**src/sv/xalu_pkg.sv**
```systemverilog
// shared codes, command and status types, and helpers for the x86 alu
package xalu_pkg;

	localparam logic [4:0] OP_ADD  = 5'd0;
	localparam logic [4:0] OP_ADC  = 5'd1;
	localparam logic [4:0] OP_SUB  = 5'd2;
	localparam logic [4:0] OP_SBB  = 5'd3;
	localparam logic [4:0] OP_AND  = 5'd4;
	localparam logic [4:0] OP_OR   = 5'd5;
	localparam logic [4:0] OP_XOR  = 5'd6;
	localparam logic [4:0] OP_SHL  = 5'd7;
	localparam logic [4:0] OP_SAL  = 5'd8;
	localparam logic [4:0] OP_SHR  = 5'd9;
	localparam logic [4:0] OP_SAR  = 5'd10;
	localparam logic [4:0] OP_MUL  = 5'd11;
	localparam logic [4:0] OP_IMUL = 5'd12;
	localparam logic [4:0] OP_DIV  = 5'd13;
	localparam logic [4:0] OP_IDIV = 5'd14;
	localparam logic [4:0] OP_MOD  = 5'd15;
	localparam logic [4:0] OP_IMOD = 5'd16;

	localparam logic [1:0] SZ_8  = 2'd0;
	localparam logic [1:0] SZ_16 = 2'd1;

	localparam int DIV_STEPS = 64;
	localparam int CNT_W     = $clog2(DIV_STEPS);

	typedef struct packed {
		logic load;
		logic mul_done;
		logic div_step;
		logic div_done;
	} xalu_cmd_t;

	typedef struct packed {
		logic is_mul;
		logic is_div;
		logic out_free;
	} xalu_stat_t;

	function automatic logic [31:0] size_mask(input logic [1:0] sz);
		case (sz)
			SZ_8:    size_mask = 32'h0000_00FF;
			SZ_16:   size_mask = 32'h0000_FFFF;
			default: size_mask = 32'hFFFF_FFFF;
		endcase
	endfunction

	function automatic logic top_bit(input logic [31:0] x, input logic [1:0] sz);
		case (sz)
			SZ_8:    top_bit = x[7];
			SZ_16:   top_bit = x[15];
			default: top_bit = x[31];
		endcase
	endfunction

	function automatic logic carry_bit(input logic [32:0] x, input logic [1:0] sz);
		case (sz)
			SZ_8:    carry_bit = x[8];
			SZ_16:   carry_bit = x[16];
			default: carry_bit = x[32];
		endcase
	endfunction

	function automatic logic [31:0] sext32(input logic [31:0] x, input logic [1:0] sz);
		case (sz)
			SZ_8:    sext32 = {{24{x[7]}}, x[7:0]};
			SZ_16:   sext32 = {{16{x[15]}}, x[15:0]};
			default: sext32 = x;
		endcase
	endfunction

endpackage

```
**src/sv/xalu_ctrl.sv**
```systemverilog
// controller state machine sequencing directly committed, multiply and divide operations
module xalu_ctrl (
	input  logic                 clk,
	input  logic                 arst_n,
	input  logic                 in_valid,
	output logic                 in_ready,
	input  xalu_pkg::xalu_stat_t stat,
	output xalu_pkg::xalu_cmd_t  cmd
);
	import xalu_pkg::*;

	typedef enum logic [2:0] {S_IDLE, S_MUL, S_MFIN, S_DIV, S_DFIN} state_t;

	state_t             state_q;
	logic [CNT_W-1:0]   cnt_q;

	assign in_ready     = (state_q == S_IDLE) && stat.out_free;
	assign cmd.load     = in_valid && in_ready;
	assign cmd.mul_done = (state_q == S_MFIN) && stat.out_free;
	assign cmd.div_step = (state_q == S_DIV);
	assign cmd.div_done = (state_q == S_DFIN) && stat.out_free;

	always_ff @(posedge clk or negedge arst_n) begin
		if (!arst_n) begin
			state_q <= S_IDLE;
			cnt_q   <= '0;
		end else begin
			case (state_q)
				S_IDLE: begin
					if (cmd.load && stat.is_mul) begin
						state_q <= S_MUL;
					end else if (cmd.load && stat.is_div) begin
						state_q <= S_DIV;
						cnt_q   <= '0;
					end
				end
				S_MUL: state_q <= S_MFIN;
				S_MFIN: begin
					if (stat.out_free) state_q <= S_IDLE;
				end
				S_DIV: begin
					cnt_q <= cnt_q + 1'b1;
					if (cnt_q == CNT_W'(DIV_STEPS - 1)) state_q <= S_DFIN;
				end
				S_DFIN: begin
					if (stat.out_free) state_q <= S_IDLE;
				end
				default: state_q <= S_IDLE;
			endcase
		end
	end

endmodule

```
**src/sv/xalu_dp.sv**
```systemverilog
// datapath: combinational alu, registered multiplier, radix-2 divider, flags and output register
module xalu_dp (
	input  logic                 clk,
	input  logic                 arst_n,
	input  xalu_pkg::xalu_cmd_t  cmd,
	output xalu_pkg::xalu_stat_t stat,
	input  logic [4:0]           mode,
	input  logic [1:0]           operand_size,
	input  logic [31:0]          source_value,
	input  logic [63:0]          dest_value,
	output logic                 out_valid,
	input  logic                 out_ready,
	output logic [71:0]          out_data
);
	import xalu_pkg::*;

	logic [31:0] m, a, b, sx_src, sx_dst;
	logic [4:0]  cnt, cntm1;
	logic        cin, bin, dz, is_divop, is_sgn_div;
	logic [32:0] sum, diff;
	logic [63:0] shl_w;
	logic [31:0] shr_t, sar_t;
	logic [31:0] n_res;
	logic        n_cf, n_of, n_derr, upd_cf, upd_of, upd_szp;
	logic        commit1;

	// flags and output
	logic        cf_q, pf_q, zf_q, sf_q, of_q, derr_q, valid_q;
	logic [63:0] res_q;

	// multiply
	logic [4:0]         mode_q;
	logic [1:0]         size_q;
	logic signed [32:0] opa_q, opb_q;
	logic signed [65:0] prod_full;
	logic [63:0]        prod_q;
	logic [31:0]        mq, psx;
	logic               mul_ovf;

	// divide
	logic [63:0] quo_q;
	logic [31:0] rem_q, dvs_q;
	logic        nd_q, ns_q;
	logic [32:0] t_div;
	logic        ge;
	logic [63:0] qn, rn, dsel;
	logic        ns_in;
	logic [31:0] us_in;

	assign m          = size_mask(operand_size);
	assign a          = source_value & m;
	assign b          = dest_value[31:0] & m;
	assign sx_src     = sext32(source_value, operand_size);
	assign sx_dst     = sext32(dest_value[31:0], operand_size);
	assign cnt        = source_value[4:0];
	assign cntm1      = cnt - 5'd1;
	assign cin        = (mode == OP_ADC) && cf_q;
	assign bin        = (mode == OP_SBB) && cf_q;
	assign sum        = {1'b0, a} + {1'b0, b} + {32'b0, cin};
	assign diff       = {1'b0, b} - {1'b0, a} - {32'b0, bin};
	assign shl_w      = {32'b0, b} << cnt;
	assign shr_t      = b >> cntm1;
	assign sar_t      = sx_dst >> cntm1;
	assign dz         = (a == 32'd0);
	assign is_divop   = (mode == OP_DIV) || (mode == OP_IDIV) || (mode == OP_MOD)
		|| (mode == OP_IMOD);
	assign is_sgn_div = (mode == OP_IDIV) || (mode == OP_IMOD);

	assign stat.is_mul   = (mode == OP_MUL) || (mode == OP_IMUL);
	assign stat.is_div   = is_divop && !dz;
	assign stat.out_free = !valid_q || out_ready;

	always_comb begin
		n_res   = '0;
		n_cf    = 1'b0;
		n_of    = 1'b0;
		n_derr  = 1'b0;
		upd_cf  = 1'b0;
		upd_of  = 1'b0;
		upd_szp = 1'b0;
		case (mode)
			OP_ADD, OP_ADC: begin
				n_res   = sum[31:0] & m;
				n_cf    = carry_bit(sum, operand_size);
				n_of    = top_bit((a ^ n_res) & (b ^ n_res), operand_size);
				upd_cf  = 1'b1;
				upd_of  = 1'b1;
				upd_szp = 1'b1;
			end
			OP_SUB, OP_SBB: begin
				n_res   = diff[31:0] & m;
				n_cf    = ({1'b0, a} + {32'b0, bin}) > {1'b0, b};
				n_of    = top_bit((b ^ a) & (b ^ n_res), operand_size);
				upd_cf  = 1'b1;
				upd_of  = 1'b1;
				upd_szp = 1'b1;
			end
			OP_AND, OP_OR, OP_XOR: begin
				case (mode)
					OP_AND:  n_res = a & b;
					OP_OR:   n_res = a | b;
					default: n_res = a ^ b;
				endcase
				upd_cf  = 1'b1;
				upd_of  = 1'b1;
				upd_szp = 1'b1;
			end
			OP_SHL, OP_SAL: begin
				if (cnt == 5'd0) begin
					n_res = b;
				end else begin
					n_res   = shl_w[31:0] & m;
					n_cf    = carry_bit(shl_w[32:0], operand_size);
					upd_cf  = 1'b1;
					upd_szp = 1'b1;
				end
			end
			OP_SHR: begin
				if (cnt == 5'd0) begin
					n_res = b;
				end else begin
					n_res   = b >> cnt;
					n_cf    = shr_t[0];
					upd_cf  = 1'b1;
					upd_szp = 1'b1;
				end
			end
			OP_SAR: begin
				if (cnt == 5'd0) begin
					n_res = b;
				end else begin
					n_res   = 32'($signed(sx_dst) >>> cnt) & m;
					n_cf    = sar_t[0];
					upd_cf  = 1'b1;
					upd_szp = 1'b1;
				end
			end
			OP_DIV, OP_IDIV, OP_MOD, OP_IMOD: n_derr = dz;
			default: n_res = '0;
		endcase
	end

	assign commit1 = cmd.load && !stat.is_mul && !stat.is_div;

	// multiply overflow from the registered product
	assign prod_full = opa_q * opb_q;
	assign mq        = size_mask(size_q);
	assign psx       = sext32(prod_q[31:0], size_q);
	assign mul_ovf   = (mode_q == OP_MUL) ? ((prod_q & ~{32'b0, mq}) != 64'd0)
		: ({{32{psx[31]}}, psx} != prod_q);

	// divider operand setup and step
	assign ns_in = is_sgn_div && sx_src[31];
	assign us_in = ns_in ? (32'd0 - sx_src) : (is_sgn_div ? sx_src : a);
	assign t_div = {rem_q, quo_q[63]};
	assign ge    = t_div >= {1'b0, dvs_q};
	assign qn    = (nd_q ^ ns_q) ? (64'd0 - quo_q) : quo_q;
	assign rn    = nd_q ? (64'd0 - {32'b0, rem_q}) : {32'b0, rem_q};
	assign dsel  = ((mode_q == OP_DIV) || (mode_q == OP_IDIV)) ? qn : rn;

	always_ff @(posedge clk) begin
		prod_q <= prod_full[63:0];
		if (cmd.load) begin
			mode_q <= mode;
			size_q <= operand_size;
			opa_q  <= (mode == OP_IMUL) ? {sx_src[31], sx_src} : {1'b0, a};
			opb_q  <= (mode == OP_IMUL) ? {sx_dst[31], sx_dst} : {1'b0, b};
			nd_q   <= is_sgn_div && dest_value[63];
			ns_q   <= ns_in;
			dvs_q  <= us_in;
			quo_q  <= (is_sgn_div && dest_value[63]) ? (64'd0 - dest_value) : dest_value;
			rem_q  <= '0;
		end else if (cmd.div_step) begin
			rem_q <= ge ? 32'(t_div - {1'b0, dvs_q}) : t_div[31:0];
			quo_q <= {quo_q[62:0], ge};
		end
		if (commit1) begin
			res_q  <= {32'b0, n_res};
			derr_q <= n_derr;
		end else if (cmd.mul_done) begin
			res_q  <= prod_q;
			derr_q <= 1'b0;
		end else if (cmd.div_done) begin
			res_q  <= {32'b0, dsel[31:0] & mq};
			derr_q <= 1'b0;
		end
	end

	always_ff @(posedge clk or negedge arst_n) begin
		if (!arst_n) begin
			cf_q    <= 1'b0;
			pf_q    <= 1'b0;
			zf_q    <= 1'b0;
			sf_q    <= 1'b0;
			of_q    <= 1'b0;
			valid_q <= 1'b0;
		end else begin
			if (commit1) begin
				if (upd_cf) cf_q <= n_cf;
				if (upd_of) of_q <= n_of;
				if (upd_szp) begin
					pf_q <= ~^n_res[7:0];
					zf_q <= (n_res == 32'd0);
					sf_q <= top_bit(n_res, operand_size);
				end
			end else if (cmd.mul_done) begin
				cf_q <= mul_ovf;
				of_q <= mul_ovf;
			end
			if (commit1 || cmd.mul_done || cmd.div_done) valid_q <= 1'b1;
			else if (out_ready) valid_q <= 1'b0;
		end
	end

	assign out_valid = valid_q;
	assign out_data  = {2'b00, derr_q, of_q, sf_q, zf_q, pf_q, cf_q, res_q};

endmodule

```
**src/sv/x86_integer_alu_with_flags_unit.sv**
```systemverilog
// top level: x86 integer alu with flags, stream request in and result out
// add/sub/logic/shift, unused modes and zero-divisor divides: result registered on accept
// mul and imul: operand register, then 33x33 multiplier register, then flag commit
// div, idiv, mod, imod: one-bit-per-cycle restoring divider (64 steps), then result commit
// throughput: one request in flight; the next is taken once the output register is free
// reset: arst_n clears the flags, the controller and the output valid; payload is not reset
module x86_integer_alu_with_flags_unit (
	input  logic         clk,
	input  logic         arst_n,
	input  logic         s_tvalid,
	output logic         s_tready,
	// [4:0] mode, [6:5] operand_size, [38:7] source_value, [102:39] dest_value, [103] zero
	input  logic [103:0] s_tdata,
	output logic         m_tvalid,
	input  logic         m_tready,
	// [63:0] result_value, [64] carry_out, [65] parity_out, [66] zero_out,
	// [67] sign_out, [68] overflow_out, [69] divide_error, [71:70] zero
	output logic [71:0]  m_tdata
);
	import xalu_pkg::*;

	xalu_cmd_t  cmd;
	xalu_stat_t stat;

	// controller owns sequencing; datapath owns all arithmetic and flag state
	xalu_ctrl u_ctrl (
		.clk      (clk),
		.arst_n   (arst_n),
		.in_valid (s_tvalid),
		.in_ready (s_tready),
		.stat     (stat),
		.cmd      (cmd)
	);

	// request fields unpacked straight from the bus
	xalu_dp u_dp (
		.clk          (clk),
		.arst_n       (arst_n),
		.cmd          (cmd),
		.stat         (stat),
		.mode         (s_tdata[4:0]),
		.operand_size (s_tdata[6:5]),
		.source_value (s_tdata[38:7]),
		.dest_value   (s_tdata[102:39]),
		.out_valid    (m_tvalid),
		.out_ready    (m_tready),
		.out_data     (m_tdata)
	);

endmodule
```
**config.mk**
```make
export PLATFORM = sky130hd
export DESIGN_NAME = x86_integer_alu_with_flags_unit
export DESIGN_NICKNAME = d
export VERILOG_FILES = /design/src/sv/xalu_pkg.sv /design/src/sv/xalu_ctrl.sv /design/src/sv/xalu_dp.sv /design/src/sv/x86_integer_alu_with_flags_unit.sv
export SDC_FILE = /design/constraint.sdc
export NUM_CORES = 2
export LEC_CHECK = 0
export ABC_CLOCK_PERIOD_IN_PS = 23200
export BUFFER_PORTS_ARGS = -buffer_cell sky130_fd_sc_hd__buf_2
export CORE_MARGIN = 1
export CORE_UTILIZATION = 47
export CTS_BUF_LIST = sky130_fd_sc_hd__clkbuf_16
export CTS_CLUSTER_DIAMETER = 200
export DETAILED_ROUTE_END_ITERATION = 12
export SLEW_MARGIN = 20
export SYNTH_ARGS = -nofsm -noshare
export SYNTH_HDL_FRONTEND = slang
export SYNTH_SLANG_ARGS = --single-unit
```
**constraint.sdc**
```tcl
create_clock -name clk -period 23.2 [get_ports clk]
set_input_delay 3.48 -clock clk [delete_from_list [all_inputs] [get_ports clk]]
set_output_delay 3.48 -clock clk [all_outputs]
set_load 0.01 [all_outputs]
```
==> impl_metrics.prom <==
# TYPE chip_impl_metric gauge
chip_impl_info{name="outcome",value="completed"} 1
chip_impl_metric{name="core_area",unit="sq um"} 146300
chip_impl_metric{name="cts.clk_slew.worst_paths",unit="ns"} 0.07
chip_impl_metric{name="cts.htree.levels",unit=""} 2
chip_impl_metric{name="dieWidth",unit="um"} 386.6
chip_impl_metric{name="post-cts-setup-buffer-count",unit=""} 0
chip_impl_metric{name="first_pass_grt_wire_length",unit="mm"} 418.9
chip_impl_metric{name="cts_hold_buffers",unit=""} 0
chip_impl_metric{name="max_freq",unit="MHz"} 92.67
chip_impl_metric{name="vias",unit=""} 60280
chip_impl_metric{name="ys_seq_area_frac",unit=""} 0.1300
chip_impl_metric{name="setup_viol_count_final",unit=""} 0
chip_impl_info{name="dominantRegCellSynth",value="sky130_fd_sc_hd__edfxtp_1"} 1
chip_impl_metric{name="grt_start_max_net_pins",unit=""} 113
chip_impl_metric{name="top_ports",unit=""} 182
chip_impl_metric{name="post-place-cells",unit=""} 9854
chip_impl_metric{name="die_area",unit="sq um"} 149400
chip_impl_metric{name="report.final.slew_viol_count",unit=""} 0
chip_impl_metric{name="worst-r2r-cell-count",unit=""} 26
chip_impl_metric{name="port_buffers",unit=""} 178
chip_impl_metric{name="synth-seq-cells",unit=""} 346
chip_impl_info{name="synthDominantAreaCellType",value="sky130_fd_sc_hd__fa_1"} 1
chip_impl_info{name="critical_path.startpoint",value="s_tdata[4]"} 1
chip_impl_metric{name="synthDistinctLibCells",unit=""} 100
chip_impl_metric{name="die_y",unit="um"} 386.6
chip_impl_info{name="worst_min_delay_path_class",value="register to register"} 1
chip_impl_metric{name="drt.antenna.violating_nets",unit=""} 0
chip_impl_metric{name="required",unit="ns"} 23.68
chip_impl_metric{name="synth_edf_count",unit=""} 203
chip_impl_metric{name="asyncSetResetFlopFracSynth",unit=""} 0.04335
chip_impl_metric{name="yosysWarnings",unit=""} 0
chip_impl_metric{name="count_of_standard_cell_rows",unit=""} 140
chip_impl_metric{name="worstSkewPairLatency",unit="ns"} 0.63
chip_impl_metric{name="timing.max_cap.violations",unit=""} 0
chip_impl_metric{name="worst_slew_margin_rel",unit=""} 0.1167
chip_impl_metric{name="final_hold_viol_count",unit=""} 0
chip_impl_info{name="yosysMostFrequentCell",value="sky130_fd_sc_hd__inv_1"} 1
chip_impl_metric{name="wl",unit="mm"} 282.6
chip_impl_metric{name="period_minus_slack",unit="ns"} 10.79
chip_impl_info{name="clock_tree.root_cell",value="sky130_fd_sc_hd__clkbuf_16"} 1
chip_impl_metric{name="initial_utilization",unit=""} 0.4752
chip_impl_metric{name="postPlaceCellArea",unit="sq um"} 72330
chip_impl_metric{name="viasPerCell",unit=""} 6.061
chip_impl_metric{name="drt-pass1-iter-count",unit=""} 6
chip_impl_metric{name="layout-area-overhead-vs-synth",unit="%"} 6.257
chip_impl_metric{name="final.setup_skew",unit="ns"} 0.04186
chip_impl_metric{name="r2r_setup_slack",unit="ns"} 13.35
chip_impl_metric{name="first_iter_violations",unit=""} 5706
chip_impl_metric{name="fin_area",unit="sq um"} 73860
chip_impl_metric{name="track_usage",unit=""} 0.3804
chip_impl_metric{name="post-dp-hpwl",unit="mm"} 223.5
chip_impl_info{name="worst_r2r_startpoint",value="u_dp.opb_q[8]"} 1
chip_impl_metric{name="synth_area_per_cell",unit="sq um"} 8.627
chip_impl_info{name="crit_path_end_kind",value="register"} 1
chip_impl_metric{name="netlist_instances",unit=""} 8057
chip_impl_metric{name="final_layout_size_suffix_gt1_frac",unit=""} 0.06626
chip_impl_metric{name="worstPathArrival",unit="ns"} 11.27
chip_impl_metric{name="post-route-drc-count",unit=""} 0
chip_impl_metric{name="setup_total_negative_slack",unit="ns"} 0
chip_impl_info{name="rsz0062_at_grt",value="false"} 1
chip_impl_metric{name="syn_area",unit="sq um"} 69510
chip_impl_metric{name="first_global_vias",unit=""} 61560
chip_impl_metric{name="wl_per_cell",unit="um"} 28.41
chip_impl_metric{name="nNetsFinal",unit=""} 9633
chip_impl_metric{name="clock_tree_buf_depth",unit=""} 3
chip_impl_info{name="post_synth_most_frequent_cells",value="1320 x sky130_fd_sc_hd__inv_1, 1130 x sky130_fd_sc_hd__fa_1, 1037 x sky130_fd_sc_hd__nand2_1"} 1
chip_impl_info{name="cts_tree",value="done"} 1
chip_impl_metric{name="cts_bufs_inserted",unit=""} 41
chip_impl_metric{name="finalCritPeriodShare",unit=""} 0.4652
chip_impl_metric{name="layoutNonFillerInstCount",unit=""} 9947
chip_impl_info{name="timing.critical_path.from_type",value="input pin"} 1
chip_impl_metric{name="worstMarginPinSlew",unit="ns"} 1.325
chip_impl_metric{name="grt_overflow",unit=""} 0
chip_impl_info{name="worst_setup_path_endpoint",value="u_dp.cf_q"} 1
chip_impl_metric{name="cts_resized",unit=""} 0
chip_impl_info{name="end_of_the_worst_register_to_register_path",value="u_dp.prod_q[63]"} 1
chip_impl_metric{name="fillerInstances",unit=""} 14030
chip_impl_info{name="worst-setup-path-type",value="input pin to register"} 1
chip_impl_metric{name="grt_antenna_before_repair",unit=""} 24
chip_impl_metric{name="numClockSinks",unit=""} 346
chip_impl_metric{name="synthDominantCellAreaShare",unit=""} 0.3254
chip_impl_info{name="synth.area.top_cells",value="sky130_fd_sc_hd__fa_1 33%, sky130_fd_sc_hd__edfxtp_1 8.8%, sky130_fd_sc_hd__ha_1 7.5%"} 1
chip_impl_metric{name="finalWeightedCongestion",unit=""} 1.073
chip_impl_metric{name="worst-path-max-fanout",unit=""} 22
==> flip-flops by register name, summed over array words and instances, names as in the netlist, 2 cells and up <==
name	flops
u_dp.size_q	2
u_ctrl.state_q	3
u_dp.opb_q	33
u_dp.mode_q	5
u_ctrl.cnt_q	6
u_dp.dvs_q	32
u_dp.opa_q	32
u_dp.quo_q	64
u_dp.res_q	64
u_dp.rem_q	32
u_dp.prod_q	64
==> cell type report <==
| class | count | area, sq um | share of cell area |
|---|---|---|---|
| inverters | 1326 | 4980 | 0.06742 |
| well taps | 1917 | 2399 | 0.03247 |
| clock buffers | 47 | 1176 | 0.01592 |
| repair buffers | 344 | 2158 | 0.02922 |
| diodes | 16 | 40.04 | 0.0005421 |
| clock inverters | 29 | 270.3 | 0.003659 |
| flip-flops and latches | 346 | 9034 | 0.1223 |
| multi-input cells | 5922 | 53800 | 0.7285 |
==> cell families after synthesis <==
family | after synthesis | share of synthesized area
AO/OA/AOI/OAI | 1394 | 0.1302
XOR/XNOR | 328 | 0.04133
adder cells (fa/ha/maj) | 1544 | 0.4000
buffers and inverters | 1790 | 0.09765
flip-flops | 346 | 0.1300
multiplexers | 141 | 0.02551
other | 1 | 0.00005395
AND/OR/NAND/NOR | 2513 | 0.1753
==> placed cells by master, fill, tap and decap left out, types with 87 or more instances in the layout <==
cell type / instances
sky130_fd_sc_hd__o21ai_0: 360
sky130_fd_sc_hd__and2_1: 542
sky130_fd_sc_hd__nor2_1: 358
sky130_fd_sc_hd__dfxtp_1: 128
sky130_fd_sc_hd__inv_1: 1326
sky130_fd_sc_hd__edfxtp_1: 203
sky130_fd_sc_hd__buf_4: 166
sky130_fd_sc_hd__a21oi_1: 319
sky130_fd_sc_hd__xnor2_1: 215
sky130_fd_sc_hd__nor3_1: 95
sky130_fd_sc_hd__buf_2: 176
sky130_fd_sc_hd__ha_1: 414
sky130_fd_sc_hd__nand2_1: 1036
sky130_fd_sc_hd__xor2_1: 111
sky130_fd_sc_hd__fa_1: 1130
sky130_fd_sc_hd__nand3_1: 87
==> per-layer routing <==
layer  wire, um  track usage  up-vias
met5        114            0        -
met4      20020       0.2217       16
met3      24050      0.07304      750
met2     125900       0.5930     2981
met1     112500       0.4931    30520
li1           -            -    26020
==> stage by stage <==
step / hold slack [ns] / util / worst slack (ns)
after global placement: 0.4568 / 0.4945 / 11.95
after detailed placement: 0.4538 / 0.4945 / 12.04
after global routing: 0.4910 / 0.5048 / 12.39
after floorplan: 0.4723 / - / 14.57
after CTS: 0.4754 / 0.5044 / 12.66
final: 0.4707 / 0.5050 / 12.41
==> critical path, cell delays in order <==
cell	delay, ns
sky130_fd_sc_hd__buf_2	0.34
sky130_fd_sc_hd__nand2b_1	0.54
sky130_fd_sc_hd__or3_1	0.55
sky130_fd_sc_hd__inv_1	0.12
sky130_fd_sc_hd__ha_1	0.38
sky130_fd_sc_hd__ha_1	0.39
sky130_fd_sc_hd__nand4_1	0.23
sky130_fd_sc_hd__nor4_1	0.77
sky130_fd_sc_hd__nand3_1	0.23
sky130_fd_sc_hd__nor2_1	0.23
sky130_fd_sc_hd__nand3_1	0.22
sky130_fd_sc_hd__nor2_1	0.27
sky130_fd_sc_hd__nand3_1	0.13
sky130_fd_sc_hd__xnor2_1	0.15
sky130_fd_sc_hd__ha_1	0.33
sky130_fd_sc_hd__a21o_1	0.17
sky130_fd_sc_hd__a21o_1	0.17
sky130_fd_sc_hd__a21oi_1	0.13
sky130_fd_sc_hd__o21ai_0	0.30
sky130_fd_sc_hd__a2111oi_0	0.64
sky130_fd_sc_hd__a31oi_1	0.20
sky130_fd_sc_hd__o21ai_0	0.36
sky130_fd_sc_hd__a21oi_1	0.18
sky130_fd_sc_hd__a221oi_1	0.55
sky130_fd_sc_hd__o221ai_1	0.20
==> worst min path at each step <==
stage,from,to,depth (start not counted)
2_1_floorplan,u_ctrl.cnt_q[4],u_ctrl.cnt_q[4],1
3_5_place_dp,u_dp.res_q[54],u_dp.res_q[54],1
5_1_grt,u_dp.res_q[35],u_dp.res_q[35],1
6_report,u_dp.res_q[47],u_dp.res_q[47],1
4_1_cts,u_dp.res_q[47],u_dp.res_q[47],1
3_3_place_gp,u_dp.res_q[47],u_dp.res_q[47],1
Power is not shown: default switching activity piles up to over one toggle a cycle in this logic, so the estimate is an artifact.
